File: src/hw/rtl/hsv2rgb_pkg.sv
// Shared constants, types and codes of the HSV to RGB converter.
`timescale 1ns / 1ps
`default_nettype none

package hsv2rgb_pkg;

  localparam int HUE_BITS     = 16;
  localparam int CHANNEL_BITS = 8;

  // Depth of the queue between the classifying front and the arithmetic back.
  localparam int QUEUE_DEPTH = 4;
  localparam int QPTR_W      = $clog2(QUEUE_DEPTH);
  localparam int QCNT_W      = $clog2(QUEUE_DEPTH + 1);

  typedef logic [HUE_BITS-1:0]     hue_t;
  typedef logic [CHANNEL_BITS-1:0] chan_t;
  typedef logic [2:0]              sector_t;

  // Hue sectors, each one sixth of a turn.
  localparam sector_t SEC_RED_YELLOW    = 3'd0;
  localparam sector_t SEC_YELLOW_GREEN  = 3'd1;
  localparam sector_t SEC_GREEN_CYAN    = 3'd2;
  localparam sector_t SEC_CYAN_BLUE     = 3'd3;
  localparam sector_t SEC_BLUE_MAGENTA  = 3'd4;
  localparam sector_t SEC_MAGENTA_RED   = 3'd5;

  // A classified request as it waits in the queue.
  typedef struct packed {
    sector_t sector;
    hue_t    frac;
    chan_t   sat;
    chan_t   bright;
    logic    gray;
  } hsv_item_t;

  typedef struct packed {
    logic full;
    logic empty;
  } q_stat_t;

  typedef struct packed {
    chan_t bright;
  } back_stat_t;

endpackage

`default_nettype wire

File: src/hw/rtl/hsv_if.sv
// Handshake channel that carries one HSV color request.
`timescale 1ns / 1ps
`default_nettype none

interface hsv_if import hsv2rgb_pkg::*; ();
  logic  valid;
  logic  ready;
  hue_t  hue;
  chan_t saturation;
  chan_t brightness;

  modport source (output valid, output hue, output saturation, output brightness,
                  input ready);
  modport sink   (input valid, input hue, input saturation, input brightness,
                  output ready);
endinterface

`default_nettype wire

File: src/hw/rtl/rgb_if.sv
// Handshake channel that carries one RGB color result.
`timescale 1ns / 1ps
`default_nettype none

interface rgb_if import hsv2rgb_pkg::*; ();
  logic  valid;
  logic  ready;
  chan_t red;
  chan_t green;
  chan_t blue;

  modport source (output valid, output red, output green, output blue, input ready);
  modport sink   (input valid, input red, input green, input blue, output ready);
endinterface

`default_nettype wire

File: src/hw/rtl/hsv2rgb_front.sv
// Front stage: accepts HSV requests and splits the hue into sector and fraction.
`timescale 1ns / 1ps
`default_nettype none

module hsv2rgb_front import hsv2rgb_pkg::*; (
  input  logic      clk,
  input  logic      rst,
  hsv_if.sink       hsv,
  input  q_stat_t   qstat,
  output logic      push,
  output hsv_item_t item
);

  logic [HUE_BITS+2:0] hue6;
  logic                full;
  hsv_item_t           held;

  // hue * 6 as two shifted adds; the top three bits are the sector.
  assign hue6 = ({3'b000, hsv.hue} << 2) + ({3'b000, hsv.hue} << 1);

  assign hsv.ready = !full || !qstat.full;
  assign push      = full;
  assign item      = held;

  always_ff @(posedge clk) begin
    if (rst) begin
      full <= 1'b0;
    end else if (hsv.ready) begin
      full <= hsv.valid;
    end
  end

  always_ff @(posedge clk) begin
    if (hsv.ready) begin
      held.sector <= hue6[HUE_BITS+2:HUE_BITS];
      held.frac   <= hue6[HUE_BITS-1:0];
      held.sat    <= hsv.saturation;
      held.bright <= hsv.brightness;
      held.gray   <= (hsv.saturation == '0);
    end
  end

endmodule

`default_nettype wire

File: src/hw/rtl/hsv2rgb_queue.sv
// Short queue that decouples the front stage from the arithmetic pipeline.
`timescale 1ns / 1ps
`default_nettype none

module hsv2rgb_queue import hsv2rgb_pkg::*; (
  input  logic      clk,
  input  logic      rst,
  input  logic      push,
  input  hsv_item_t push_item,
  input  logic      pop,
  output logic      out_valid,
  output hsv_item_t out_item,
  output q_stat_t   qstat
);

  hsv_item_t         slots [QUEUE_DEPTH];
  logic [QPTR_W-1:0] wr_ptr;
  logic [QPTR_W-1:0] rd_ptr;
  logic [QCNT_W-1:0] count;
  logic              push_ok;
  logic              pop_ok;

  assign qstat.full  = (count == QCNT_W'(QUEUE_DEPTH));
  assign qstat.empty = (count == '0);
  assign push_ok     = push && !qstat.full;
  assign pop_ok      = pop && !qstat.empty;
  assign out_valid   = !qstat.empty;
  assign out_item    = slots[rd_ptr];

  always_ff @(posedge clk) begin
    if (rst) begin
      wr_ptr <= '0;
      rd_ptr <= '0;
      count  <= '0;
    end else begin
      if (push_ok) begin
        wr_ptr <= (wr_ptr == QPTR_W'(QUEUE_DEPTH - 1)) ? '0 : wr_ptr + 1'b1;
      end
      if (pop_ok) begin
        rd_ptr <= (rd_ptr == QPTR_W'(QUEUE_DEPTH - 1)) ? '0 : rd_ptr + 1'b1;
      end
      if (push_ok && !pop_ok) begin
        count <= count + 1'b1;
      end else if (pop_ok && !push_ok) begin
        count <= count - 1'b1;
      end
    end
  end

  always_ff @(posedge clk) begin
    if (push_ok) begin
      slots[wr_ptr] <= push_item;
    end
  end

endmodule

`default_nettype wire

File: src/hw/rtl/hsv2rgb_back.sv
// Arithmetic pipeline: computes p, q and t and permutes them by sector.
`timescale 1ns / 1ps
`default_nettype none

module hsv2rgb_back import hsv2rgb_pkg::*; (
  input  logic       clk,
  input  logic       rst,
  input  logic       in_valid,
  input  hsv_item_t  in_item,
  output logic       in_ready,
  rgb_if.source      rgb,
  output back_stat_t bstat
);

  localparam int C   = CHANNEL_BITS;
  localparam int H   = HUE_BITS;
  localparam int X_W = 2 * C;
  localparam int P_W = C + H;
  localparam int M_W = 2 * C + H;

  localparam chan_t            CH_MAX  = '1;
  localparam logic [P_W-1:0]   ONE     = {CH_MAX, {H{1'b0}}};
  localparam logic [H:0]       HUE_ONE = {1'b1, {H{1'b0}}};

  // First guess of x / CH_MAX for x below 2^(2C); it is exact or one low.
  function automatic chan_t div_est(input logic [X_W-1:0] x);
    logic [X_W:0] sum;
    sum = {1'b0, x} + (X_W + 1)'(x >> C);
    return sum[X_W-1:C];
  endfunction

  function automatic chan_t div_fix(input logic [X_W-1:0] x, input chan_t est);
    logic [X_W-1:0] rem;
    rem = x - {est, {C{1'b0}}} + X_W'(est);
    return (rem >= X_W'(CH_MAX)) ? est + 1'b1 : est;
  endfunction

  logic v1, v2, v3, v4;
  logic adv1, adv2, adv3, adv4;

  // Stage 1: sat * frac, sat * (1 - frac) and bright * (max - sat).
  logic [H:0]       comp;
  sector_t          sec1;
  logic             gray1;
  chan_t            bright1;
  logic [P_W-1:0]   sf1, sg1;
  logic [X_W-1:0]   pm1;

  // Stage 2: brightness times the q and t terms.
  sector_t          sec2;
  logic             gray2;
  chan_t            bright2;
  logic [M_W-1:0]   qp2, tp2;
  logic [X_W-1:0]   pm2;

  // Stage 3: quotient guesses.
  sector_t          sec3;
  logic             gray3;
  chan_t            bright3;
  logic [X_W-1:0]   xp3, xq3, xt3;
  chan_t            ep3, eq3, et3;

  // Stage 4: output register.
  chan_t            bright4;
  chan_t            p_c, q_c, t_c;
  chan_t            red4, green4, blue4;
  chan_t            red_c, green_c, blue_c;

  assign adv4     = !v4 || rgb.ready;
  assign adv3     = !v3 || adv4;
  assign adv2     = !v2 || adv3;
  assign adv1     = !v1 || adv2;
  assign in_ready = adv1;

  assign comp = HUE_ONE - {1'b0, in_item.frac};

  always_ff @(posedge clk) begin
    if (rst) begin
      v1 <= 1'b0;
      v2 <= 1'b0;
      v3 <= 1'b0;
      v4 <= 1'b0;
    end else begin
      if (adv1) v1 <= in_valid;
      if (adv2) v2 <= v1;
      if (adv3) v3 <= v2;
      if (adv4) v4 <= v3;
    end
  end

  always_ff @(posedge clk) begin
    if (adv1) begin
      sec1    <= in_item.sector;
      gray1   <= in_item.gray;
      bright1 <= in_item.bright;
      sf1     <= P_W'(in_item.sat) * P_W'(in_item.frac);
      sg1     <= P_W'(in_item.sat) * P_W'(comp);
      pm1     <= X_W'(in_item.bright) * X_W'(CH_MAX - in_item.sat);
    end
    if (adv2) begin
      sec2    <= sec1;
      gray2   <= gray1;
      bright2 <= bright1;
      qp2     <= M_W'(bright1) * M_W'(ONE - sf1);
      tp2     <= M_W'(bright1) * M_W'(ONE - sg1);
      pm2     <= pm1;
    end
    if (adv3) begin
      sec3    <= sec2;
      gray3   <= gray2;
      bright3 <= bright2;
      xp3     <= pm2;
      xq3     <= qp2[M_W-1:H];
      xt3     <= tp2[M_W-1:H];
      ep3     <= div_est(pm2);
      eq3     <= div_est(qp2[M_W-1:H]);
      et3     <= div_est(tp2[M_W-1:H]);
    end
    if (adv4) begin
      bright4 <= bright3;
      red4    <= red_c;
      green4  <= green_c;
      blue4   <= blue_c;
    end
  end

  always_comb begin
    p_c = div_fix(xp3, ep3);
    q_c = div_fix(xq3, eq3);
    t_c = div_fix(xt3, et3);
    if (gray3) begin
      red_c   = bright3;
      green_c = bright3;
      blue_c  = bright3;
    end else begin
      unique case (sec3)
        SEC_RED_YELLOW: begin
          red_c = bright3; green_c = t_c; blue_c = p_c;
        end
        SEC_YELLOW_GREEN: begin
          red_c = q_c; green_c = bright3; blue_c = p_c;
        end
        SEC_GREEN_CYAN: begin
          red_c = p_c; green_c = bright3; blue_c = t_c;
        end
        SEC_CYAN_BLUE: begin
          red_c = p_c; green_c = q_c; blue_c = bright3;
        end
        SEC_BLUE_MAGENTA: begin
          red_c = t_c; green_c = p_c; blue_c = bright3;
        end
        default: begin
          red_c = bright3; green_c = p_c; blue_c = q_c;
        end
      endcase
    end
  end

  assign rgb.valid    = v4;
  assign rgb.red      = red4;
  assign rgb.green    = green4;
  assign rgb.blue     = blue4;
  assign bstat.bright = bright4;

endmodule

`default_nettype wire

File: src/hw/rtl/hsv_to_rgb_converter.sv
// Top level of the HSV to RGB converter: front stage, queue and arithmetic pipeline.
//
// Usage: HSV color requests enter on the hsv channel (hue as a fraction of a
// turn, saturation and brightness as channel codes) and RGB results leave on
// the rgb channel, one result per request, in request order. A request moves
// when valid and ready are both high at a rising clock edge.
// Throughput is one request per cycle; the block takes a new request every
// cycle while results keep flowing. A request passes through the front
// register and the queue, then three arithmetic stages, after which the
// output register presents the result. The two multiplier stages and the
// divide-by-channel-maximum correction set the stage count.
// When the receiver holds rgb.ready low, the arithmetic pipeline fills and
// stops, then the four-entry queue and the front register fill, and only then
// does hsv.ready fall; nothing is dropped and a waiting result holds steady.
// Reset (rst, synchronous, active high) empties the front stage, the queue
// and the pipeline; there is no other state and no configuration.
`timescale 1ns / 1ps
`default_nettype none

module hsv_to_rgb_converter import hsv2rgb_pkg::*; (
  input logic clk,
  input logic rst,
  hsv_if.sink   hsv,
  rgb_if.source rgb
);

  // Front to queue.
  logic       push;
  hsv_item_t  front_item;
  q_stat_t    qstat;

  // Queue to pipeline.
  logic       q_valid;
  hsv_item_t  q_item;
  logic       back_ready;

  back_stat_t bstat;

  hsv2rgb_front u_front (
    .clk   (clk),
    .rst   (rst),
    .hsv   (hsv),
    .qstat (qstat),
    .push  (push),
    .item  (front_item)
  );

  hsv2rgb_queue u_queue (
    .clk       (clk),
    .rst       (rst),
    .push      (push),
    .push_item (front_item),
    .pop       (back_ready),
    .out_valid (q_valid),
    .out_item  (q_item),
    .qstat     (qstat)
  );

  hsv2rgb_back u_back (
    .clk      (clk),
    .rst      (rst),
    .in_valid (q_valid),
    .in_item  (q_item),
    .in_ready (back_ready),
    .rgb      (rgb),
    .bstat    (bstat)
  );

`ifndef NO_ASSERTIONS
  // No channel of a result may exceed the brightness it was made from.
  a_chan_le_bright: assert property (@(posedge clk) disable iff (rst)
    rgb.valid |-> (rgb.red <= bstat.bright) && (rgb.green <= bstat.bright) &&
                  (rgb.blue <= bstat.bright))
    else $error("result channel above brightness");

  // Every sector permutation places the brightness itself on one channel.
  a_bright_present: assert property (@(posedge clk) disable iff (rst)
    rgb.valid |-> (rgb.red == bstat.bright) || (rgb.green == bstat.bright) ||
                  (rgb.blue == bstat.bright))
    else $error("brightness missing from result");

  // While the queue has room, the input side must never stall.
  a_ready_when_room: assert property (@(posedge clk) disable iff (rst)
    !qstat.full |-> hsv.ready)
    else $error("input stalled with queue space free");
`endif

endmodule

`default_nettype wire
File: src/flat_wrapper.sv
// flat-port wrapper written by rule: the top's interface ports become plain ports
module hsv_to_rgb_converter_flat import hsv2rgb_pkg::*;
  (clk, rst, hsv_valid, hsv_hue, hsv_saturation, hsv_brightness, hsv_ready, rgb_valid, rgb_red, rgb_green, rgb_blue, rgb_ready);
  hsv_if hsv_i ();
  rgb_if rgb_i ();
  input logic clk;
  input logic rst;
  input wire logic [$bits(hsv_i.valid)-1:0] hsv_valid;
  input wire logic [$bits(hsv_i.hue)-1:0] hsv_hue;
  input wire logic [$bits(hsv_i.saturation)-1:0] hsv_saturation;
  input wire logic [$bits(hsv_i.brightness)-1:0] hsv_brightness;
  output wire logic [$bits(hsv_i.ready)-1:0] hsv_ready;
  output wire logic [$bits(rgb_i.valid)-1:0] rgb_valid;
  output wire logic [$bits(rgb_i.red)-1:0] rgb_red;
  output wire logic [$bits(rgb_i.green)-1:0] rgb_green;
  output wire logic [$bits(rgb_i.blue)-1:0] rgb_blue;
  input wire logic [$bits(rgb_i.ready)-1:0] rgb_ready;
  assign hsv_i.valid = hsv_valid;
  assign hsv_i.hue = hsv_hue;
  assign hsv_i.saturation = hsv_saturation;
  assign hsv_i.brightness = hsv_brightness;
  assign hsv_ready = hsv_i.ready;
  assign rgb_valid = rgb_i.valid;
  assign rgb_red = rgb_i.red;
  assign rgb_green = rgb_i.green;
  assign rgb_blue = rgb_i.blue;
  assign rgb_i.ready = rgb_ready;
  hsv_to_rgb_converter u_core (.clk(clk), .rst(rst), .hsv(hsv_i), .rgb(rgb_i));
endmodule
File: config.mk
export PLATFORM = sky130hd
export DESIGN_NAME = hsv_to_rgb_converter_flat
export DESIGN_NICKNAME = d
export VERILOG_FILES = /design/src/hw/rtl/hsv2rgb_pkg.sv /design/src/hw/rtl/hsv_if.sv /design/src/hw/rtl/rgb_if.sv /design/src/hw/rtl/hsv2rgb_front.sv /design/src/hw/rtl/hsv2rgb_queue.sv /design/src/hw/rtl/hsv2rgb_back.sv /design/src/hw/rtl/hsv_to_rgb_converter.sv /design/src/flat_wrapper.sv
export SDC_FILE = /design/constraint.sdc
export NUM_CORES = 2
export LEC_CHECK = 0
export BUFFER_PORTS_ARGS = -buffer_cell sky130_fd_sc_hd__clkbuf_2
export CORE_UTILIZATION = 25
export DETAILED_ROUTE_END_ITERATION = 10
export GPL_TIMING_DRIVEN = 1
export HOLD_SLACK_MARGIN = 0.02
export PLACE_DENSITY = 0.39
export SETUP_SLACK_MARGIN = 0.02
export SYNTH_ARGS = -nofsm -noshare
export SYNTH_HDL_FRONTEND = slang
export SYNTH_SLANG_ARGS = --single-unit
File: constraint.sdc
create_clock -name clk -period 8.45 [get_ports clk]
set_clock_uncertainty 0.1 [all_clocks]
set_input_delay 0.845 -clock clk [delete_from_list [all_inputs] [get_ports clk]]
set_output_delay 0.845 -clock clk [all_outputs]
set_load 0.02 [all_outputs]
### Word-level counts from Yosys, hierarchy flattened

Memory sizes are Yosys's and may differ from the RTL's. A register that Yosys moved wholly into a read port is not among the register bits.
Index checks and enable logic that the tools add are counted.
W data, S select, Z words.

| operators by class | value |
|---|---|
| reduce and logical (&&, ||, !) cells | 26 |
| $lt $le $gt $ge | 3 |
| equal/unequal tests | 7 |
| muxes and demuxes | 17 |
| $mul | 5 |
| add/subtract/negate cells | 21 |

Operators by type and width:

| cell | count |
|---|---|
| $add A16 B8 Y16 | 6 |
| $pmux W8 S3 | 3 |
| $mul A9 B25 Y32 | 2 |
| $sub A24 B24 Y25 const A | 2 |
| $ge A16 B8 Y1 const B | 3 |
| $mux W8 | 6 |
| $sub A16 B16 Y16 | 3 |
| $add A8 B1 Y8 const B | 3 |
| $mul A8 B16 Y24 | 1 |
| $mul A8 B17 Y24 | 1 |
| $add A18 B17 Y19 | 1 |
| $sub A17 B16 Y17 const A | 1 |
| $mul A9 B9 Y16 | 1 |
| $logic_not A1 Y1 | 9 |
| $sub A8 B8 Y9 const A | 1 |
| $logic_not A8 Y1 | 1 |
| $mux W2 | 4 |
| $reduce_or A2 Y1 | 4 |
| $eq A3 B2 Y1 const B | 2 |
| $eq A3 B3 Y1 const B | 2 |
| $logic_not A3 Y1 | 2 |
| $mux W3 | 2 |
| $logic_or A1 B1 Y1 | 5 |
| $add A2 B1 Y2 const B | 2 |
| other kinds (7) | 12 |

| storage, ports and cells | value |
|---|---|
| output and inout port bits | 26 |
| memories | 1 |
| register bits | 324 |
| RAM bits | 144 |
| input bits | 36 |

Memory list:

| memory | depth | bits a word | read ports | clocked after Yosys merged registers in | wr ports | line | RTL |
|---|---|---|---|---|---|---|---|
| u_core.u_queue.slots | 4 | 36 | 1 | 1 | 1 | hsv2rgb_queue.sv:16 | `hsv_item_t slots [QUEUE_DEPTH];` |

### Longest topological paths before layout

| depth | value |
|---|---|
| depth in word-level cells | 9 |
| gate-level depth with buffers | 31 |
| mapped depth without buffers | 28 |

### Modules after synthesis

From an unflattened synthesis, not the netlist that was laid out.

| unflattened totals | value |
|---|---|
| cells, all modules | 4058 |
| area, all modules | 43410.4 sq um |

By module, submodules not included:

| module | times used | area an instance (sq um) | cells each |
|---|---|---|---|
| hsv2rgb_back | 1 | 35889.4 | 3694 |
| hsv2rgb_queue | 1 | 5704.2 | 239 |
| hsv2rgb_front | 1 | 1816.7 | 125 |

### Worst setup path before layout

Ideal clock, no wire load.

| path | value |
|---|---|
| path kind | reg-to-reg |
| start point | register (tool-made name) |
| end point | register u_core.u_back.sf1[23] (data pin) |
| setup slack | 1.326 ns |
| stages on the path, launching flop included | 26 |
| arrival time | 6.765 ns |
| cells stage by stage | dfxtp_1 -> buf_2 -> buf_2 -> buf_1 -> buf_2 -> mux2i_1 -> nand2_1 -> o21ai_0 -> clkbuf_1 -> or2_2 -> fa_1 -> fa_1 -> inv_1 -> fa_1 -> fa_1 -> ha_1 -> a21oi_1 -> o21ai_1 -> o31ai_1 -> o21ai_1 -> o41ai_1 -> o21ai_0 -> or4_1 -> a31o_2 -> a21oi_1 -> xnor2_1 |

RTL lines:

| what | line | RTL |
|---|---|---|
| to (signal assigned) | hsv2rgb_back.sv:96 | `sf1 <= P_W'(in_item.sat) * P_W'(in_item.frac);` |
| to (decl) | hsv2rgb_back.sv:46 | `logic [P_W-1:0] sf1, sg1;` |

==> impl_metrics.toml <==
[routing]
drtAntennaViolNets = 0
vias = 27400
remaining_drc_errors = 0
wl_per_cell_um = 16.3
first_iter_violations = 1312
drt_wl_total_um = 104000
drt-pass1-iter-count = 5
viasPerCell = 4.28

[finish]
num-fill-cells = 17700
post-route-util_pct = 28.2
num-nets-final = 5038
diodes = 0
area_growth_pct = 12.1
drive_gt1_share_pct = 8.06

[critical_path]
crit_type = "reg2reg"
crit_fanout = 11
critical_path_buf_inv_count = 3
crit_path_frequent_cell = "fa_1"
start_kind = "flop"
cp_top_family = "adder cells"
crit_arrival_ns = 8.04
worst-endpoint-required_ns = 8.76
critPathSlowestCell = "xor2_1"
slowest_delay_ns = 0.61
worstSetupEndpointType = "flop"

[floorplan]
start_util_pct = 25.1
dieArea_um2 = 170000
chipHeight_um = 412
ioPinCount = 62
die_w_um = 412
num_rows = 150
core_area_um2 = 167000

[synth]
synth_edf_count = 416
async_flop_share_pct = 0
syn_area_per_cell_um2 = 10.3
yosysWarnings = 0
synthTopCellsByArea = "edfxtp_1, fa_1, ha_1"
yosysTopAreaCell = "edfxtp_1"
syn-cell-area_um2 = 42000
synth-main-ff-cell = "edfxtp_1"
synth_cell_type_count = 92
synth_common_cells = "inv_1, fa_1, edfxtp_1, nand2_1, ha_1"
synth_seq_cells = 430
synth_most_common_cell = "inv_1"
yosys.area.top_type_share_pct = 29.7
synth_cells = 4061
seq_area_frac_synth_pct = 30.4
synth_nets = 4959

[global_route]
grt_max_degree = 85
grt_pass1_vias = 28800
grt_overflow_total = 0
grt_pass1_wl_um = 167000
antenna_found_initial = 2
grt.total_usage_pct = 12.5

[sta]
worst_slew_pin_slew_ns = 1.10
rsz0062_at_grt = "false"
fmax_mhz = 129
tns_ns = 0
report.final.slew_viol_count = 0
maxSlewHeadroom_pct = 26.6
min_period_ns = 7.73
hold_viol = 0
min_period_over_period_pct = 91.5
setup_viol = 0

[clocking]
clk-insertion-delay-late_ns = 0.67
clk_pin_slew_ns = 0.06
ctsHoldBuffers = 0
postCtsSetupRepairBufs = 0
cts_buffers = 52
cts_tree = "done"
root_buffer = "clkbuf_16"
max-clock-path-buffers = 3
cts.sinks = 430
htree_levels = 2
cts_resized = 0

[run]
maxCapViolCount = 0

[hold_path]
hold_class = "in2reg"

[outcome]
status = "finished, final reports clean"

[placement]
globalplace.congestion = 0.809
dp_hpwl_um = 82200
numPortBuffers = 61
==> final cells by class <==
cell class / count / area (µm²) / area share (%)
clock inverter: 39 / 518 / 1.10
sequential: 430 / 12800 / 27.1
clock buffer: 56 / 1320 / 2.79
multi-input combinational: 2797 / 26100 / 55.5
inverter: 718 / 2700 / 5.72
timing repair buffer: 141 / 906 / 1.92
tap: 2204 / 2760 / 5.85
==> metal layers <==
layer	part of all wire (%)	GRT usage, %	up-vias
met2	46	20.4	295
met1	50	17.8	13600
met4	1.5	2.32	0
met3	2.4	1.30	85
li1	-	-	13400
met5	0	0	-
==> flip-flops by register name (all words and copies together) (netlist names), 8 cells and up, named ones only <==
name and flops:
u_core.u_back.rgb.blue 8, u_core.u_back.qp2 16, u_core.u_back.sf1 23, u_core.u_back.pm2 16
u_core.u_front.item 35, u_core.u_back.tp2 16, u_core.u_back.et3 8, u_core.u_back.sg1 22
u_core.u_back.bright3 8, u_core.u_back.rgb.green 8, u_core.u_back.bright1 8, u_core.u_back.ep3 8
u_core.u_back.xp3 16, u_core.u_back.pm1 16, u_core.u_back.xt3 16, u_core.u_back.bright2 8
u_core.u_back.eq3 8, u_core.u_back.xq3 16, u_core.u_back.rgb.red 8, u_core.u_queue.slots 140
==> through the flow <==
step,hold WS [ns],worst slack [ns],instance area [µm²],std cells
global placement,0.301,0.799,45300,6290
global route,0.210,0.0915,47100,6385
CTS,0.181,0.588,47100,6385
floorplan,0.300,1.33,42000,4061
finish,0.247,0.722,47100,6385
detailed placement,0.305,0.635,45300,6290
==> path summary, 6_finish.rpt <==
path                            start                  endpoint  slack, ns  cells past startpoint
min                 hsv_brightness[7]    u_core.u_front.item[8]       0.25                      1
max                              flop     u_core.u_back.sg1[23]       0.72                     26
min reg2reg  u_core.u_back.bright2[3]  u_core.u_back.bright3[3]       0.32                      0
max reg2reg                      flop     u_core.u_back.sg1[23]       0.72                     26
==> cells by family after synthesis <==
family | share of synthesized area [%]
AOI/OAI and AO/OA | 6.82
xor gates and xnor gates | 4.57
adders and majority gates | 34.4
buffers and inverters | 7.51
DFF | 30.4
muxes | 2.20
and+or+nand+nor | 14.1
==> placed cells by master (no fill, tap or decap), types with 63 or more instances in the layout <==
cell	instances
inv_1	715
xnor2_1	156
nand2_1	385
edfxtp_1	416
xor2_1	63
buf_4	80
nor2_1	312
a21oi_1	104
ha_1	374
and2_1	250
fa_1	488
o21ai_0	67
Power is left out: the tool's default activity adds up to more than one toggle a clock period on the data nets, which glitch-free logic cannot reach.
